[config.mk]
export PLATFORM = sky130hd
export DESIGN_NAME = dithered_mask_pixel_gen_core_flat
export DESIGN_NICKNAME = d
export VERILOG_FILES = /design/src/rtl/dmpg_pkg.sv /design/src/rtl/dmpg_ifs.sv /design/src/rtl/dmpg_hash.sv /design/src/rtl/dithered_mask_pixel_gen_core.sv /design/src/flat_wrapper.sv
export SDC_FILE = /design/constraint.sdc
export NUM_CORES = 2
export LEC_CHECK = 0
export BUFFER_PORTS_ARGS = -buffer_cell sky130_fd_sc_hd__buf_4
export CORE_MARGIN = 5
export CORE_UTILIZATION = 40
export DETAILED_ROUTE_END_ITERATION = 8
export SLEW_MARGIN = 20
export SYNTH_ARGS = -nofsm -noshare
export SYNTH_HDL_FRONTEND = slang
export SYNTH_SLANG_ARGS = --single-unit
[constraint.sdc]
create_clock -name i_clk -period 9.1 [get_ports i_clk]
set_input_delay 0 -clock i_clk [delete_from_list [all_inputs] [get_ports i_clk]]
set_output_delay 0 -clock i_clk [all_outputs]
set_load 0.02 [all_outputs]
[src/rtl/dmpg_pkg.sv]
// Shared types and constants of the dithered mask pixel generator.
package dmpg_pkg;

    // Field widths
    localparam int unsigned COORD_W = 12;
    localparam int unsigned SHAPE_W = 3;
    localparam int unsigned SIZE_W  = 13;
    localparam int unsigned VAR_W   = 16;
    localparam int unsigned CFG_IDX_W  = 4;
    localparam int unsigned CFG_DATA_W = 16;

    // Hash multipliers
    localparam logic [31:0] HASH_MUL_X   = 32'd73856093;
    localparam logic [31:0] HASH_MUL_Y   = 32'd19349663;
    localparam logic [31:0] HASH_MUL_VAR = 32'd83492791;
    localparam logic [31:0] HASH_MUL_PAN = 32'd2654435761;
    localparam logic [31:0] HASH_MUL_FIN = 32'h85ebca6b;

    // Configuration register indexes
    typedef enum logic [CFG_IDX_W-1:0] {
        CFG_PANEL_SIZE = 4'd0,
        CFG_VARIANT    = 4'd1
    } t_cfg_idx;

    // Panel shapes
    typedef enum logic [SHAPE_W-1:0] {
        SHAPE_ANTIDIAG  = 3'd0,
        SHAPE_DIAG      = 3'd1,
        SHAPE_LEFT      = 3'd2,
        SHAPE_TOP       = 3'd3,
        SHAPE_CORNER_BR = 3'd4,
        SHAPE_CORNER_BL = 3'd5,
        SHAPE_CORNER_TR = 3'd6,
        SHAPE_CORNER_TL = 3'd7
    } t_shape;

    // Load enables of the hash pipeline registers
    typedef struct packed {
        logic s1;
        logic s2;
    } t_stage_en;

endpackage

[src/rtl/dmpg_ifs.sv]
// Handshake interfaces: pixel requests, coverage results, configuration writes.
interface dmpg_pix_if import dmpg_pkg::*; ();
    logic               valid;
    logic               ready;
    logic [COORD_W-1:0] pixel_col;
    logic [COORD_W-1:0] pixel_row;
    logic [SHAPE_W-1:0] panel_index;

    modport source (output valid, pixel_col, pixel_row, panel_index, input ready);
    modport sink   (input valid, pixel_col, pixel_row, panel_index, output ready);
endinterface

interface dmpg_res_if ();
    logic valid;
    logic ready;
    logic covered;

    modport source (output valid, covered, input ready);
    modport sink   (input valid, covered, output ready);
endinterface

interface dmpg_cfg_if import dmpg_pkg::*; ();
    logic                  valid;
    logic                  ready;
    logic [CFG_IDX_W-1:0]  index;
    logic [CFG_DATA_W-1:0] data;

    modport source (output valid, index, data, input ready);
    modport sink   (input valid, index, data, output ready);
endinterface

[src/rtl/dmpg_hash.sv]
// Two-stage pipelined dither hash giving the 16-bit threshold.
module dmpg_hash
    import dmpg_pkg::*;
(
    input  logic               i_clk,
    input  t_stage_en          i_en,
    input  logic [COORD_W-1:0] i_col,
    input  logic [COORD_W-1:0] i_row,
    input  logic [SHAPE_W-1:0] i_shape,
    input  logic [VAR_W-1:0]   i_variant,
    output logic [15:0]        o_thresh
);

    logic [31:0] p_x, p_y, p_var, p_pan;
    logic [31:0] folded;
    logic [31:0] r_mix;
    logic [31:0] r_fin;

    // Stage 1: the four seed products, low 32 bits, merged by xor
    assign p_x   = {20'd0, i_col} * HASH_MUL_X;
    assign p_y   = {20'd0, i_row} * HASH_MUL_Y;
    assign p_var = {16'd0, i_variant} * HASH_MUL_VAR;
    assign p_pan = {29'd0, i_shape} * HASH_MUL_PAN;

    always_ff @(posedge i_clk) begin
        if (i_en.s1) begin
            r_mix <= p_x ^ p_y ^ p_var ^ p_pan;
        end
    end

    // Stage 2: fold and final multiply
    assign folded = r_mix ^ (r_mix >> 13);

    always_ff @(posedge i_clk) begin
        if (i_en.s2) begin
            r_fin <= folded * HASH_MUL_FIN;
        end
    end

    // Last fold: the high half is xored into the low half, 16 bits are kept
    assign o_thresh = r_fin[15:0] ^ r_fin[31:16];

endmodule

[src/rtl/dithered_mask_pixel_gen_core.sv]
// Top level of the dithered mask pixel generator: four-stage coverage pipeline.
//
//  channel | dir | handshake           | payload
//  --------+-----+---------------------+------------------------------------------
//  i_pix   | in  | valid/ready         | pixel_col[11:0], pixel_row[11:0], panel_index[2:0]
//  o_res   | out | valid/ready         | covered
//  i_cfg   | in  | valid/ready (rdy=1) | index[3:0] (0 panel_size, 1 variant), data[15:0]
//
// One request per clock while the output is not stalled; a result is offered once its request
// has reached the stage 4 register, and leaves when o_res.ready is high.
// Stages: shape distance + hash seeds, scale + hash mix, threshold product, compare.
// Each stage advances when it is empty or the next one moves, so bubbles close up
// under a stalled output and nothing is dropped or repeated.
// Synchronous active-low reset clears valid bits and loads panel_size 256, variant 1.
module dithered_mask_pixel_gen_core
    import dmpg_pkg::*;
#(
    parameter int unsigned MAX_PANEL_SIZE = 4096
) (
    input  logic        i_clk,
    input  logic        i_rst_n,
    dmpg_pix_if.sink    i_pix,
    dmpg_res_if.source  o_res,
    dmpg_cfg_if.sink    i_cfg
);

    localparam int unsigned D_W   = SIZE_W + 1;   // shape distance
    localparam int unsigned D25_W = D_W + 5;      // distance times 25
    localparam int unsigned S44_W = SIZE_W + 6;   // 44 * panel size
    localparam int unsigned RHS_W = S44_W + 1 + 16;
    localparam int unsigned CMP_W = D25_W + 18;

    // Configuration registers
    logic [SIZE_W-1:0] r_panel_size;
    logic [VAR_W-1:0]  r_variant;
    logic [S44_W-1:0]  r_s44;
    logic [SIZE_W-1:0] cfg_size;

    assign i_cfg.ready = 1'b1;
    assign cfg_size = (32'(i_cfg.data[SIZE_W-1:0]) > 32'(MAX_PANEL_SIZE))
                    ? SIZE_W'(MAX_PANEL_SIZE) : i_cfg.data[SIZE_W-1:0];

    always_ff @(posedge i_clk) begin
        if (!i_rst_n) begin
            r_panel_size <= SIZE_W'(256);
            r_variant    <= VAR_W'(1);
        end else if (i_cfg.valid) begin
            case (t_cfg_idx'(i_cfg.index))
                CFG_PANEL_SIZE: r_panel_size <= cfg_size;
                CFG_VARIANT:    r_variant    <= i_cfg.data[VAR_W-1:0];
                default: ;
            endcase
        end
    end

    // 44 * S, refreshed every cycle from the size register
    always_ff @(posedge i_clk) begin
        if (!i_rst_n) begin
            r_s44 <= S44_W'(44 * 256);
        end else begin
            r_s44 <= (S44_W'(r_panel_size) << 5) + (S44_W'(r_panel_size) << 3)
                   + (S44_W'(r_panel_size) << 2);
        end
    end

    // Stage flow control
    logic r_v1, r_v2, r_v3, r_v4;
    logic adv1, adv2, adv3, adv4;

    assign adv4 = !r_v4 || o_res.ready;
    assign adv3 = !r_v3 || adv4;
    assign adv2 = !r_v2 || adv3;
    assign adv1 = !r_v1 || adv2;
    assign i_pix.ready = adv1;

    always_ff @(posedge i_clk) begin
        if (!i_rst_n) begin
            r_v1 <= 1'b0;
            r_v2 <= 1'b0;
            r_v3 <= 1'b0;
            r_v4 <= 1'b0;
        end else begin
            if (adv1) r_v1 <= i_pix.valid;
            if (adv2) r_v2 <= r_v1;
            if (adv3) r_v3 <= r_v2;
            if (adv4) r_v4 <= r_v3;
        end
    end

    // Hash pipeline runs alongside stages 1 and 2
    t_stage_en   hash_en;
    logic [15:0] thresh;

    assign hash_en.s1 = adv1;
    assign hash_en.s2 = adv2;

    dmpg_hash u_hash (
        .i_clk     (i_clk),
        .i_en      (hash_en),
        .i_col     (i_pix.pixel_col),
        .i_row     (i_pix.pixel_row),
        .i_shape   (i_pix.panel_index),
        .i_variant (r_variant),
        .o_thresh  (thresh)
    );

    // Stage 1: centered coordinates and shape distance
    logic signed [D_W-1:0] ca, cb, na, nb, shape_d;
    logic signed [D_W-1:0] r_d1;

    function automatic logic signed [D_W-1:0] smin(input logic signed [D_W-1:0] p,
                                                  input logic signed [D_W-1:0] q);
        return (p < q) ? p : q;
    endfunction

    function automatic logic signed [D_W-1:0] smax(input logic signed [D_W-1:0] p,
                                                  input logic signed [D_W-1:0] q);
        return (p > q) ? p : q;
    endfunction

    assign ca = $signed({1'b0, r_panel_size}) - $signed({1'b0, i_pix.pixel_col, 1'b0})
              - D_W'(1);
    assign cb = $signed({1'b0, r_panel_size}) - $signed({1'b0, i_pix.pixel_row, 1'b0})
              - D_W'(1);
    assign na = -ca;
    assign nb = -cb;

    always_comb begin
        case (t_shape'(i_pix.panel_index))
            SHAPE_ANTIDIAG:  shape_d = smax(smin(na, cb), smin(ca, nb));
            SHAPE_DIAG:      shape_d = smax(smin(ca, cb), smin(na, nb));
            SHAPE_LEFT:      shape_d = ca;
            SHAPE_TOP:       shape_d = cb;
            SHAPE_CORNER_BR: shape_d = smin(na, nb);
            SHAPE_CORNER_BL: shape_d = smin(ca, nb);
            SHAPE_CORNER_TR: shape_d = smin(na, cb);
            default:         shape_d = smin(ca, cb);
        endcase
    end

    always_ff @(posedge i_clk) begin
        if (adv1) r_d1 <= shape_d;
    end

    // Stage 2: distance times 25 (6553600 = 25 * 2^18)
    logic signed [D25_W-1:0] d1x, r_d2;

    assign d1x = D25_W'(r_d1);

    always_ff @(posedge i_clk) begin
        if (adv2) r_d2 <= (d1x <<< 4) + (d1x <<< 3) + d1x;
    end

    // Stage 3: 44 * S * (h - 32768)
    logic signed [15:0]      hs;
    logic signed [S44_W:0]   s44s;
    logic signed [RHS_W-1:0] r_rhs;
    logic signed [D25_W-1:0] r_d3;

    assign hs   = $signed({~thresh[15], thresh[14:0]});
    assign s44s = $signed({1'b0, r_s44});

    always_ff @(posedge i_clk) begin
        if (adv3) begin
            r_rhs <= s44s * hs;
            r_d3  <= r_d2;
        end
    end

    // Stage 4: coverage compare into the output register
    logic signed [CMP_W-1:0] lhs, rhs;
    logic                    r_cov;

    assign lhs = $signed({r_d3, 18'd0});
    assign rhs = CMP_W'(r_rhs);

    always_ff @(posedge i_clk) begin
        if (adv4) r_cov <= (lhs > rhs);
    end

    assign o_res.valid   = r_v4;
    assign o_res.covered = r_cov;

endmodule

[src/flat_wrapper.sv]
// flat-port wrapper written by rule: the top's interface ports become plain ports
module dithered_mask_pixel_gen_core_flat import dmpg_pkg::*;
#(
    parameter int unsigned MAX_PANEL_SIZE = 4096
)
  (i_clk, i_rst_n, i_pix_valid, i_pix_pixel_col, i_pix_pixel_row, i_pix_panel_index, i_pix_ready, o_res_valid, o_res_covered, o_res_ready, i_cfg_valid, i_cfg_index, i_cfg_data, i_cfg_ready);
  dmpg_pix_if i_pix_i ();
  dmpg_res_if o_res_i ();
  dmpg_cfg_if i_cfg_i ();
  input  logic i_clk;
  input  logic i_rst_n;
  input wire logic [$bits(i_pix_i.valid)-1:0] i_pix_valid;
  input wire logic [$bits(i_pix_i.pixel_col)-1:0] i_pix_pixel_col;
  input wire logic [$bits(i_pix_i.pixel_row)-1:0] i_pix_pixel_row;
  input wire logic [$bits(i_pix_i.panel_index)-1:0] i_pix_panel_index;
  output wire logic [$bits(i_pix_i.ready)-1:0] i_pix_ready;
  output wire logic [$bits(o_res_i.valid)-1:0] o_res_valid;
  output wire logic [$bits(o_res_i.covered)-1:0] o_res_covered;
  input wire logic [$bits(o_res_i.ready)-1:0] o_res_ready;
  input wire logic [$bits(i_cfg_i.valid)-1:0] i_cfg_valid;
  input wire logic [$bits(i_cfg_i.index)-1:0] i_cfg_index;
  input wire logic [$bits(i_cfg_i.data)-1:0] i_cfg_data;
  output wire logic [$bits(i_cfg_i.ready)-1:0] i_cfg_ready;
  assign i_pix_i.valid = i_pix_valid;
  assign i_pix_i.pixel_col = i_pix_pixel_col;
  assign i_pix_i.pixel_row = i_pix_pixel_row;
  assign i_pix_i.panel_index = i_pix_panel_index;
  assign i_pix_ready = i_pix_i.ready;
  assign o_res_valid = o_res_i.valid;
  assign o_res_covered = o_res_i.covered;
  assign o_res_i.ready = o_res_ready;
  assign i_cfg_i.valid = i_cfg_valid;
  assign i_cfg_i.index = i_cfg_index;
  assign i_cfg_i.data = i_cfg_data;
  assign i_cfg_ready = i_cfg_i.ready;
  dithered_mask_pixel_gen_core #(.MAX_PANEL_SIZE(MAX_PANEL_SIZE)) u_core (.i_clk(i_clk), .i_rst_n(i_rst_n), .i_pix(i_pix_i), .o_res(o_res_i), .i_cfg(i_cfg_i));
endmodule
After elaboration in Yosys (flattened, before gate mapping)
Index checks and enable logic that the tools add are counted.
W data, S select, Z words.
- equal/unequal tests: 7
- mux-type cells: 8
- shift-type cells: 0
- magnitude comparators: 8
- div/mod/pow operators: 0
- multipliers: 6
- add/sub/neg operators: 10
- reductions and logical operators: 12
- bitwise logic cells: 6
- operator list (kind ; number):
    $pmux W14 S7 ; 1
    $xor A32 B32 Y32 ; 3
    $mux W14 ; 6
    $lt A14 B14 Y1 ; 4
    $gt A37 B36 Y1 ; 1
    $mul A20 B16 Y36 ; 1
    $mul A12 B25 Y32 const B ; 1
    $mul A12 B27 Y32 const B ; 1
    $mul A16 B27 Y32 const B ; 1
    $mul A3 B32 Y32 const B ; 1
    $mul A32 B32 Y32 const B ; 1
    $xor A32 B19 Y32 ; 1
    $gt A14 B14 Y1 ; 2
    $neg A14 Y14 ; 2
    $sub A13 B13 Y14 ; 2
    $sub A14 B2 Y14 const B ; 2
    $add A18 B16 Y19 ; 1
    $add A18 B17 Y19 ; 1
    $add A19 B14 Y19 ; 1
    $add A19 B15 Y19 ; 1
    $xor A16 B16 Y16 ; 1
    $gt A13 B13 Y1 const B ; 1
    $mux W13 ; 1
    $eq A3 B3 Y1 const B ; 3
    9 further kinds ; 17
- bits in writable memories: 0
- flip-flop bits (word level): 205
- memory bits (read-only): 0
- input bits: 52
- word-level logic and storage cells: 71
- latch bits: 0
- memories: 0
- output and inout bits: 4

Depth between registers and ports, before layout
- depth after elaboration: 8
- mapped depth: 35
- depth with buffers taken out: 34

Modules after synthesis
A second synthesis with hierarchy kept.
- cells, all modules: 4747
- area total of the unflattened synthesis: 47060.1 µm²
- by module, submodules not included (module ; area an instance (µm²) ; cells each ; times used):
    dmpg_hash ; 27263.6 ; 2621 ; 1
    dithered_mask_pixel_gen_core ; 19796.5 ; 2126 ; 1

Least setup slack after synthesis
OpenSTA, ideal clock, no wires.
- path kind: register -> register
- from: reg u_core.r_panel_size[0]
- to: reg u_core.r_d1[11], data pin
- library setup time: 0.279 ns
- arrival time: 6.984 ns
- clock period less this slack: 7.263 ns
- slack: 1.837 ns
- buffers on the path: 1
- stages on the path, launching flop included: 34
- cell sequence: dfxtp_1 -> clkbuf_1 -> inv_1 -> fa_1 -> nand2b_1 -> a21oi_1 -> o21ai_0 -> a311oi_4 -> nand3_2 -> or3_4 -> nor2_1 -> nand2_1 -> xnor2_1 -> inv_1 -> ha_1 -> nand2_1 -> a211oi_2 -> o22ai_2 -> o311ai_4 -> mux2i_1 -> ha_1 -> a21o_1 -> a21o_1 -> a21o_1 -> a21o_1 -> a21o_1 -> a21oi_1 -> a31o_2 -> nor3b_1 -> nor2_1 -> a2bb2oi_1 -> nand2_1 -> a222oi_1 -> o221ai_1
- word-level cells in the longest chain between the ends: 8
- ends and longest elaborated chain (what ; RTL line ; source):
    from (decl) ; dithered_mask_pixel_gen_core.sv:34 ; logic [SIZE_W-1:0] r_panel_size;
    from (signal assigned) ; dithered_mask_pixel_gen_core.sv:49 ; CFG_PANEL_SIZE: r_panel_size <= cfg_size;
    $sub A13 B13 Y14, on equally long branches ; dithered_mask_pixel_gen_core.sv:121, dithered_mask_pixel_gen_core.sv:123 ;
    $sub A14 B2 Y14, on equally long branches ; dithered_mask_pixel_gen_core.sv:122, dithered_mask_pixel_gen_core.sv:124 ;
    $neg A14 Y14, on equally long branches ; dithered_mask_pixel_gen_core.sv:125, dithered_mask_pixel_gen_core.sv:126 ;
    $lt A14 B14 Y1 ; dithered_mask_pixel_gen_core.sv:113 ; return (p < q) ? p : q;
    $mux W14 ; dithered_mask_pixel_gen_core.sv:113 ;
    $gt A14 B14 Y1 ; dithered_mask_pixel_gen_core.sv:118 ; return (p > q) ? p : q;
    $mux W14 ; dithered_mask_pixel_gen_core.sv:118 ;
    $pmux W14 S7 (*) ; dithered_mask_pixel_gen_core.sv:129 ; case (t_shape'(i_pix.panel_index))
    named net u_core.shape_d[11] ; dithered_mask_pixel_gen_core.sv:108 ; logic signed [D_W-1:0] ca, cb, na, nb, shape_d;
    to (signal assigned) ; dithered_mask_pixel_gen_core.sv:142 ; if (adv1) r_d1 <= shape_d;
    to (decl) ; dithered_mask_pixel_gen_core.sv:109 ; logic signed [D_W-1:0] r_d1;
The timed path passes the listed nets; every way through them passes the cells marked *.
A chain may end at the register's enable or synchronous reset.

Worst setup path in the final report
- from: reg u_core.r_panel_size[1]
- to: reg u_core.r_d1[1], data pin
Same word-level chain as after synthesis.

==> metrics.md <==
| Metric | Value |
|---|---|
| Clock Sinks | `201` |
| Outcome | `finished clean` |
| Count of unique library cells instantiated by Yosys | `103` |
| Worst endpoint required time | `9.55 ns` |
| Final antenna-violating net count | `0` |
| CP Capture Type | `flop` |
| Crit-path slowest cell | `dfxtp_1` |
| CP Data Arrival Time | `8.90 ns` |
| Synthesized cell area | `47100 um2` |
| Final period utilization | `0.929` |
| CP Launch Type | `flop` |
| Post-synthesis sequential area ratio | `0.118` |
| Final Hold Viols | `0` |
| Top post-synthesis cells by area | `fa_1 33%, ha_1 20%, edfxtp_1 9.6%` |
| DRC Markers | `0` |
| Fraction of layout cells with a size suffix above 1 | `0.0436` |
| Synth area leader | `fa_1` |
| Vias/cell | `5.07` |
| Detailed router's first-iteration violation count | `1813` |
| TritonCTS clock tree | `built` |
| Num CTS Buffers | `28` |
| Post-synth top area share | `0.332` |
| CORE AREA | `117000 um2` |
| Clk_lat worst skew | `0.60 ns` |
| Setup CP Type | `reg -> reg` |
| P&R area growth vs syn | `7.85%` |
| Antenna violations before repair | `6` |
| Vias in the first global route | `34777` |
| Pins Over Slew Limit | `0` |
| Setup TNS | `0 ns` |
| Global route overflow | `0` |
| Post-layout min period | `8.46 ns` |
| Die height | `353 um` |
| Nets | `6457` |
| Most frequent cells in the layout | `1162 x inv_1, 782 x fa_1, 740 x ha_1` |
| CP peak stage delay | `0.51 ns` |
| Die W | `353 um` |
| Dpl hpwl | `107000 um` |
| # rows | `126` |
| Commonest non-fill, non-tap cell in the layout | `inv_1` |
| Synth Net Count | `6367` |
| Ys Warns | `0` |
| Mean Syn Cell Area | `9.83 um2` |
| Avg WL per Cell | `19.1 um` |
| All-Layer GR Usage | `0.200` |
| Cell count after synthesis | `4793` |
| Crit Path Max Fanout | `22` |
| Ports | `56` |
| Port Buffers | `54` |
| CTS clk-pin slew, worst paths | `0.06 ns` |
| Final RePlAce weighted congestion | `0.946` |
| First-pass detailed-route iteration total | `8` |
| Setup Viol. Count Final | `0` |
| CTS Root Buffer Type | `clkbuf_16` |
| Hold Path Class | `in -> reg` |
| MaxCap Viol Count | `0` |
| Initial core utilization | `0.401` |
| Actual slew at the worst max-slew pin | `0.971 ns` |
| Largest net degree at the start of global routing | `54` |
| DR vias | `32653` |
| EDFF count, synth | `151` |
| Synth async-reset ratio | `0` |
| First-pass GRT wire length | `196000 um` |
| Fin area | `50800 um2` |
| Post CTS Setup Buffer Count | `0` |
| Worst Skew | `0.0305 ns` |
| Die area | `125000 um2` |
| Ys flop type | `edfxtp_1` |
| H-tree depth | `1` |
| Synthesized flop and latch total | `201` |
| RSZ-0062 raised after global routing | `false` |
| Placed instance area | `49500 um2` |
| Max Root-Sink Buffers | `3` |
| Fmax | `118 MHz` |
| Rel. slew slack | `0.350` |
| Detailed Route WL | `123000 um` |
==> flip-flops by register name, summed over array words and instances, names as in the netlist <==
name / count
u_core.u_hash.r_fin: 32
u_core.u_hash.r_mix: 32
u_core.r_rhs: 34
u_core.r_d3: 19
u_core.r_v1: 1
u_core.r_v3: 1
u_core.r_s44: 17
u_core.r_d1: 14
u_core.r_panel_size: 13
u_core.o_res.valid: 1
u_core.r_v2: 1
u_core.r_variant: 16
u_core.r_d2: 19
u_core.o_res.covered: 1
==> path summary, 6_finish.rpt <==
check	startpoint	endpoint	slack [ns]	cells past startpoint
setup / recovery	u_core.r_panel_size[1]$_SDFFE_PN0P_	u_core.r_d1[1]$_DFFE_PP_	0.64	29
hold / removal	i_cfg_index[0]	u_core.r_variant[8]$_SDFFE_PN0P_	0.07	4
setup reg to reg	u_core.r_panel_size[1]$_SDFFE_PN0P_	u_core.r_d1[1]$_DFFE_PP_	0.64	29
hold reg to reg	u_core.r_d2[10]$_DFFE_PP_	u_core.r_d3[10]$_DFFE_PP_	0.42	0
==> per-stage QoR <==
step	cells	worst slack (ns)	util	hold WS, ns
final	6443	0.644	0.433	0.0662
after global routing	6443	0.142	0.433	0.0823
after CTS	6441	0.518	0.432	0.0434
after detailed placement	6359	0.547	0.422	0.257
after global placement	6359	0.650	0.422	0.255
after floorplan	4793	1.84	-	0.138
==> critical path, delay by kind of cell (launching register included) <==
kind | cells | cell delay (ns)
compound gates | 13 | 3.21
fa+ha+maj | 5 | 1.69
simple gates | 5 | 1.35
xor+xnor | 3 | 0.89
flops | 1 | 0.51
mux | 1 | 0.41
buf+inv | 2 | 0.24
==> Yosys cell counts (all sizes together) (47+ instances only) <==
cell type	number
nand2	289
xnor2	297
and2	123
dfxtp	50
a21oi	196
nand2b	47
nor2	114
inv	1164
edfxtp	151
a21o	109
clkbuf	66
o21ai	103
fa	782
xor2	93
ha	740
==> per-layer routing <==
metal  global-route usage  up-vias  part of all wire
met2                0.340      677              0.47
li1                     -    15407                 -
met1                0.273    16433              0.45
met3               0.0238      136             0.046
met4               0.0542        0             0.032
met5                    0        -                 0
==> logic make-up after synthesis <==
group	synth area share
AOI/OAI and AO/OA	0.0906
xor gates and xnor gates	0.0746
adders and majority gates	0.530
buffers and inverters	0.0993
DFF	0.118
muxes	0.00712
other	0.0000796
and+or+nand+nor	0.0808
==> cell type report <==
class	count	area [um2]
clock buffer	28	701
sequential	201	5540
tap	1536	1920
timing repair buffer	135	1090
multi-input combinational	3353	36900
antenna	2	5.00
clock inverter	24	264
fill	11342	66600
inverter	1164	4370
==> timing repair <==
action	4_1_cts	5_1_grt
gates resized for setup	0	2
endpoints found under the hold margin	52	0
hold buffers	30	0
endpoints found under the setup margin	0	5
Power is left out: the tool's default activity adds up to more than one toggle a clock period on the data nets, which glitch-free logic cannot reach.
